**src/sv/bir_pkg.sv**
```systemverilog
// ----------------------------------------------------------------------------
// Bilinear image resampler package
// Shared codes, field widths and state types of the resampler and its
// coordinate locator.
// ----------------------------------------------------------------------------
package bir_pkg;

  // Field widths of the item and configuration ports.
  localparam int SAMPLE_W  = 16;
  localparam int COORD_W   = 12;
  localparam int PLANE_W   = 2;
  localparam int SRC_CFG_W = 8;
  localparam int TGT_CFG_W = 13;
  localparam int CFG_IDX_W = 2;
  localparam int CFG_DAT_W = 13;
  localparam int FRAC_W    = 8;

  // Weight of one tap (0..65536) and the blend accumulator.
  localparam int WGT_W = 17;
  localparam int ACC_W = 34;

  // Item codes.
  localparam logic ACTION_WRITE = 1'b0;
  localparam logic ACTION_READ  = 1'b1;

  // Register indexes of the configuration port.
  localparam logic [CFG_IDX_W-1:0] CFG_SOURCE_WIDTH  = 2'd0;
  localparam logic [CFG_IDX_W-1:0] CFG_SOURCE_HEIGHT = 2'd1;
  localparam logic [CFG_IDX_W-1:0] CFG_TARGET_WIDTH  = 2'd2;
  localparam logic [CFG_IDX_W-1:0] CFG_TARGET_HEIGHT = 2'd3;

  // Sequencer of the top level.
  typedef enum logic [2:0] {
    ST_IDLE,
    ST_LOCATE,
    ST_FETCH,
    ST_DRAIN,
    ST_FINISH
  } top_state_t;

  // Sequencer of the coordinate locator.
  typedef enum logic [2:0] {
    LOC_IDLE,
    LOC_MUL,
    LOC_PREP,
    LOC_DIV,
    LOC_FIN
  } loc_state_t;

endpackage

```
**src/sv/bir_locate.sv**
```systemverilog
// ----------------------------------------------------------------------------
// Bilinear resampler coordinate locator
// Maps one destination coordinate to its two clamped source taps and the
// 8-bit blend fraction, using a bit-serial restoring divider.
// ----------------------------------------------------------------------------
module bir_locate
  import bir_pkg::*;
#(
  parameter int MAX_SIDE = 128
) (
  input  logic                         clk,
  input  logic                         rst,
  input  logic                         start,
  input  logic [COORD_W-1:0]           coord,
  input  logic [$clog2(MAX_SIDE+1)-1:0] src,
  input  logic [TGT_CFG_W-1:0]         dst,
  output logic                         done,
  output logic [$clog2(MAX_SIDE)-1:0]  idx_lo,
  output logic [$clog2(MAX_SIDE)-1:0]  idx_hi,
  output logic [FRAC_W-1:0]            frac
);

  localparam int SW = $clog2(MAX_SIDE + 1);
  localparam int IW = $clog2(MAX_SIDE);
  // Biased quotient: floor position plus one pixel, with 8 fraction bits.
  localparam int QW = SW + FRAC_W;
  localparam int PW = COORD_W + 1 + SW;
  localparam int RW = PW + 1 + FRAC_W;
  localparam int CW = $clog2(QW);

  loc_state_t state, state_next;

  logic [COORD_W-1:0]   coord_r;
  logic [SW-1:0]        src_r;
  logic [TGT_CFG_W-1:0] dst_r;
  logic [PW-1:0]        prod;
  logic [RW-1:0]        rem;
  logic [RW-1:0]        dsh;
  logic [QW-1:0]        quo;
  logic [CW-1:0]        cnt;
  logic [PW:0]          num_sum;
  logic [RW:0]          trial;
  logic [SW-1:0]        hi;
  logic                 div_last;

  // Next state.
  always_comb begin
    state_next = state;
    case (state)
      LOC_IDLE: if (start) state_next = LOC_MUL;
      LOC_MUL:  state_next = LOC_PREP;
      LOC_PREP: state_next = LOC_DIV;
      LOC_DIV:  if (div_last) state_next = LOC_FIN;
      LOC_FIN:  state_next = LOC_IDLE;
      default:  state_next = LOC_IDLE;
    endcase
  end

  // Control outputs of the sequencer.
  always_comb begin
    done     = (state == LOC_FIN);
    div_last = (state == LOC_DIV) && (cnt == '0);
  end

  always_ff @(posedge clk) begin
    if (rst) begin
      state <= LOC_IDLE;
    end else begin
      state <= state_next;
    end
  end

  // Numerator with one pixel of bias so that the floor stays nonnegative.
  assign num_sum = (PW+1)'(prod) + (PW+1)'(dst_r);
  assign trial   = {1'b0, rem} - {1'b0, dsh};

  // Operand capture, product and one quotient bit per cycle.
  always_ff @(posedge clk) begin
    if (state == LOC_IDLE && start) begin
      coord_r <= coord;
      src_r   <= src;
      dst_r   <= dst;
    end
    if (state == LOC_MUL) begin
      prod <= PW'({coord_r, 1'b1}) * PW'(src_r);
    end
    if (state == LOC_PREP) begin
      rem <= {num_sum, {FRAC_W{1'b0}}};
      dsh <= RW'({dst_r, 1'b0}) << (QW - 1);
      quo <= '0;
      cnt <= CW'(QW - 1);
    end
    if (state == LOC_DIV) begin
      if (!trial[RW]) begin
        rem <= trial[RW-1:0];
      end
      quo <= {quo[QW-2:0], ~trial[RW]};
      dsh <= dsh >> 1;
      cnt <= cnt - 1'b1;
    end
  end

  // Clamp both taps into the source; the fraction is taken before clamping.
  assign hi     = quo[QW-1:FRAC_W];
  assign frac   = quo[FRAC_W-1:0];
  assign idx_hi = (hi >= src_r) ? IW'(src_r - 1'b1) : IW'(hi);
  assign idx_lo = (hi == '0) ? '0 : IW'(hi - 1'b1);

  a_lo_not_above_hi: assert property (@(posedge clk) disable iff (rst)
    done |-> idx_lo <= idx_hi)
    else $error("locator: lower tap above upper tap");

  a_hi_inside_source: assert property (@(posedge clk) disable iff (rst)
    done |-> 32'(idx_hi) < 32'(src_r))
    else $error("locator: upper tap outside the source");

  a_divide_runs: assert property (@(posedge clk) disable iff (rst)
    (state == LOC_DIV && cnt != '0) |=> state == LOC_DIV)
    else $error("locator: divider left early");

endmodule

```
**config.mk**
```make
export PLATFORM = sky130hd
export DESIGN_NAME = bir_locate
export DESIGN_NICKNAME = d
export VERILOG_FILES = /design/src/sv/bir_pkg.sv /design/src/sv/bir_locate.sv
export SDC_FILE = /design/constraint.sdc
export NUM_CORES = 1
export LEC_CHECK = 0
export ABC_CLOCK_PERIOD_IN_PS = 5100
export BUFFER_PORTS_ARGS = -buffer_cell sky130_fd_sc_hd__buf_2
export CAP_MARGIN = 20
export CORE_ASPECT_RATIO = 1.2
export CORE_MARGIN = 3
export CORE_UTILIZATION = 52
export CTS_BUF_LIST = sky130_fd_sc_hd__clkbuf_8
export CTS_CLUSTER_DIAMETER = 150
export DETAILED_ROUTE_END_ITERATION = 10
export PLACE_DENSITY_LB_ADDON = 0.1
export SLEW_MARGIN = 20
export SYNTH_ARGS = -nofsm -noshare
export SYNTH_HDL_FRONTEND = slang
export SYNTH_SLANG_ARGS = --single-unit
```
**constraint.sdc**
```tcl
create_clock -name clk -period 5.1 [get_ports clk]
set_input_delay 0.765 -clock clk [delete_from_list [all_inputs] [get_ports clk]]
set_output_delay 0.765 -clock clk [all_outputs]
set_load 0.01 [all_outputs]
```
Word level (Yosys, flattened, before mapping)
Index checks and enable logic that the tools add are counted.
W data, S select, Z words.

word-level totals
  flip-flop bits (word level) = 136
  output and inout bits = 23
  memory bits (read-only) = 0
  bits in latches = 0
  logic and storage cells = 45
  memories kept = 0
  bits of input ports = 36
  memory bits (writable) = 0

operators by class
  add/sub/neg operators = 5
  bitwise gates (word level) = 1
  equal/unequal tests = 6
  shifts and indexed selects = 0
  order comparisons = 1
  multiply operators = 1
  multiplexer cells = 14
  div/mod/pow operators = 0
  reductions and logical operators = 7

operators with widths
  cell                   number
  $mux W30               3
  $mux W16               2
  $sub A30 B29 Y31       1
  $mux W29               1
  $mux W28               1
  $add A21 B13 Y22       1
  $mul A13 B8 Y21        1
  $mux W7                2
  $sub A7 B1 Y7 const B  2
  $pmux W3 S4            1
  $ge A8 B8 Y1           1
  $logic_not A8 Y1       1
  $mux W4                2
  $eq A3 B2 Y1 const B   2
  $mux W3                2
  $logic_not A4 Y1       1
  $ne A2 B2 Y1 const B   2
  $sub A4 B1 Y4 const B  1
  $eq A3 B1 Y1 const B   1
  $eq A3 B3 Y1 const B   1
  $logic_not A3 Y1       1
  $logic_and A1 B1 Y1    2
  $reduce_and A2 Y1      1
  $reduce_bool A2 Y1     1
  $not A1 Y1             1

Logic depth before layout (Yosys ltp)
  depth after elaboration = 4
  depth in mapped cells = 19
  depth with buffers taken out = 18

Worst setup path after synthesis
No wires, ideal clock.

  path type = register -> register
  start point = register src_r[6]
  end point = register prod[19] (data pin)
  setup time = 0.258 ns
  stages on the path, launching flop included = 20
  slack = 0.127 ns
  buffers on the path = 1
  clock period less this slack = 4.973 ns
  required time = 4.842 ns
  arrival time = 4.716 ns
  cell sequence = edfxtp_1 clkbuf_1 and2_1 fa_1 inv_1 fa_1 inv_1 fa_1 inv_1 fa_1 inv_1 ha_1 o21a_1 o31a_1 o21a_1 o311a_4 a311oi_2 o21ai_1 a21oi_1 xnor2_1

between the ends
  longest elaborated chain between the ends = 1

RTL lines
  element                 RTL line          RTL
  start, declared         bir_locate.sv:34  logic [SW-1:0] src_r;
  start signal, assigned  bir_locate.sv:81  src_r <= src;
  $mul A13 B8 Y21         bir_locate.sv:85  prod <= PW'({coord_r, 1'b1}) * PW'(src_r);
  end signal, assigned    bir_locate.sv:85
  end, declared           bir_locate.sv:36  logic [PW-1:0] prod;

Every way passes these cells.
A chain may end at the register's enable or synchronous reset.

Worst setup path after layout
  start point = register src_r[2]
  end point = register prod[20] (data pin)

The elaborated chain is that of the path after synthesis.

==> run_results.csv <==
group,metric,value,unit
min_path,hold_class,"reg -> reg",
synth,synth_seq_cells,136,
setup_path,critical-path-slowest-cell,"fa_1",
die,initial_core_util,53.28,%
synth,yosysUniqueCellTypes,69,
synth,yosys.area.top_type,"edfxtp_1",
cts,worst_setup_hold_path_clk_slew,90,ps
pwr,p_leak,5.362,nW
run_status,outcome,"finished clean",
cts,number_of_clock_buffers_inserted_by_tritoncts,17,
pwr,clock_network_power_share,14.9,%
die,fp.dieH,164.4,um
cts,master_cell_of_the_clock_root_buffer,"clkbuf_8",
placement,placed_cells_incl_taps,1420,
pwr,pwr-share-seq,27.9,%
detailed_routing,detail_route.drc_violations,0,
pwr,p_int,3.495,mW
synth,post_synth.cell_area_avg,9.730,um2
finish,area_delta_synth_final,10.30,%
sta,report.final.slew_viol_count,0,
detailed_routing,drt-initial-drc-count,398,
sta,fmax,0.2039,GHz
die,design.die.area,22680,um2
setup_path,cpMostUsedCell,"fa_1",
synth,gate_count_after_technology_mapping,1117,
pwr,powerDensity,498.4,nW/um2
cts,max-clock-path-buffers,2,
pwr,net-switching-power,2.480,mW
setup_path,cp_slowest_stage_delay,540,ps
setup_path,r2r-end,"prod[20]",
min_path,min_from,"rem[5]",
min_path,hold_depth,2,
finish,post_route_cells_drive_above_1_share,13.39,%
synth,sequential_element_share_of_the_synthesized_area,34.54,%
grt,antenna_found_initial,0,
setup_path,worstPathMaxFanout,6,
detailed_routing,vias_per_cell,5.267,
setup_path,worst_ep_arrival_time,5130,ps
sta,worst_pin_slew,813.2,ps
grt,sum_of_overflow_across_all_layers_after_global_routing,0,
sta,fin_crit_sh,96.16,%
setup_path,worst_r2r_startpoint,"src_r[2]",
sta,setup-tns-final,0,ps
grt,vias_in_the_first_global_route,7819,
sta,timing.final.crit_period,4904,ps
detailed_routing,drtAntennaViolNets,0,
setup_path,end_kind,"flip-flop",
finish,design_area,11990,um2
sta,final_hold_viol_count,0,
synth,synth_top_area_cells,"edfxtp_1 28%, fa_1 13%, ha_1 11%",
detailed_routing,post_drt_wl_per_cell,15.18,um
synth,synthesis.nets,1315,
finish,finalCoreUtilization,58.77,%
finish,number_of_nets_at_the_end_of_the_flow,1380,
synth,synth_enable_flop_cells,103,
cts,insertion_delay,460,ps
synth,synthMostInstantiatedCell,"inv_1",
placement,pre_cts_slack,1.895,ps
pwr,finalPower,5.975,mW
finish,insertedDiodeCount,0,
detailed_routing,total_wire_length,22160,um
sta,worst_hold_slack,465.8,ps
sta,finalSetupViolations,0,
grt,grt_util_all_layers,20.57,%
die,std_cell_rows,57,
sta,relSlewSlack,45.71,%
synth,yosys_warnings,0,
detailed_routing,dr_total_vias,7690,
cts,htreeDepth,4,
synth,synth.cell_area,10870,um2
cts,cts_hold_buffers,0,
sta,final.setup.worst_slack,196.0,ps
pwr,sw_frac_of_total,41.51,%
min_path,hold-path-endpoint,"rem[5]",
detailed_routing,drt_pass1_iterations,4,
cts,cts_num_sinks,136,
die,io-pin-count,59,
setup_path,cp_cell_instances,"buf_4, and2_1, fa_1, fa_1, fa_1, inv_1, fa_1, inv_1, ha_1, or3_4, or4_4, a31o_2, a21oi_1, xnor2_1",
placement,gp_routability_congestion,0.8285,
sta,final.setup_skew,12.51,ps
setup_path,crit_path_start_kind,"flip-flop",
placement,portBuffers,58,
pwr,ir_drop,243.2,uV
setup_path,timing.reg2reg.setup_slack,200,ps
cts,clock_tree_from_tritoncts,"yes",
run,cap_violations,0,
setup_path,worstRegToRegCells,14,
sta,rsz0062_at_grt,"true",
die,coreArea,20400,um2
synth,ys_async_sr_fraction,0,%
synth,ys_top_cells_by_count,"141 x inv_1, 103 x edfxtp_1, 94 x ha_1",
grt,grt_pass1_wl,36810,um
placement,detailed_place.area,11450,um2
die,die_width,138.0,um
placement,place.detailed.hpwl,17350,um
synth,yosysTopAreaCellShare,28.46,%
setup_path,setup.worst_path.class,"reg -> reg",
setup_path,required,5320,ps
pwr,power.combinational.fraction,57.1,%
synth,synthFlopType,"edfxtp_1",
grt,grt_start_max_net_pins,67,
finish,final_cells,1460,
[worst max-delay path by stage]
| stage | start | endpoint | cells past startpoint |
|---|---|---|---|
| 6_report | src_r[2] | prod[20] | 14 |
| 4_1_cts | coord_r[0] | prod[19] | 18 |
| 2_1_floorplan | src_r[6] | prod[19] | 19 |
| 3_5_place_dp | coord_r[0] | prod[19] | 18 |
| 3_3_place_gp | coord_r[0] | prod[19] | 18 |
| 5_1_grt | coord_r[1] | prod[19] | 18 |
[power groups by stage]
stage                     clock (mW)  sequential (mW)  combinational, mW
final                          0.893             1.67               3.41
after global routing           0.967             1.69               3.92
after CTS                      0.922             1.67               3.27
after detailed placement           0             1.69               3.24
after global placement             0             1.69               3.19
after floorplan                    0             1.65               2.66
[placed cells by master, fill, tap and decap left out, drive strengths merged, types with 17 or more instances in the layout]
cell and instances:
inv 151, edfxtp 103, ha 94, buf 87, and2 85, nand2 81
nor2 76, fa 68, a21oi 60, o21ai 55, xnor2 36, dfxtp 33
xor2 28, nand3 24, nor3 23, and3 20, a21o 17, clkbuf 17
[flip-flops by register name, indices dropped and copies added, names as in the netlist]
signal	flops
rem	30
dsh	29
prod	21
quo	16
dst_r	13
coord_r	12
src_r	8
cnt	4
state	3
[area by class of cell]
cell class | count | area [um2]
Tap cell | 265 | 331.6
Multi-Input combinational cell | 798 | 6462
Clock inverter | 15 | 155.1
Sequential cell | 136 | 3754
Inverter | 142 | 535.5
Timing Repair Buffer | 87 | 515.5
Clock buffer | 17 | 234.0
Fill cell | 1822 | 8409
[routing by layer]
metal / global-route usage (%) / wire (um) / vias up
met3: 3.768 / 544 / 29
met2: 37.94 / 11790 / 91
met1: 24.27 / 9423 / 3646
met5: 0 / 0 / -
li1: - / - / 3924
met4: 5.660 / 409 / 0
[what timing repair did]
| item | CTS | global route |
|---|---|---|
| gates cloned | 0 | 0 |
| pin swaps | 0 | 14 |
| setup buffers | 2 | 6 |
| resized for setup | 0 | 14 |
| setup endpoints to repair | 1 | 4 |
[critical path, delay by kind of cell (launching register included)]
family / cells / cell delay (ps)
buffers and inverters: 3 / 290
AND/OR/NAND/NOR: 3 / 1110
XOR/XNOR: 1 / 80
adder cells (fa/ha/maj): 5 / 2290
AO/OA/AOI/OAI: 2 / 420
flip-flops: 1 / 480
[logic make-up (layout without fill, tap and decap cells)]
kind of cell             Yosys count  after routing  share of synthesized area (%)
adder cells (fa/ha/maj)          162            162                          23.35
AO/OA/AOI/OAI                    210            210                          12.79
flip-flops                       136            136                          34.54
buffers and inverters            183            261                          6.885
XOR/XNOR                          64             64                          5.158
multiplexers                       8              8                         0.7944
AND/OR/NAND/NOR                  354            354                          16.49
Power figures use the tool's default switching activity.
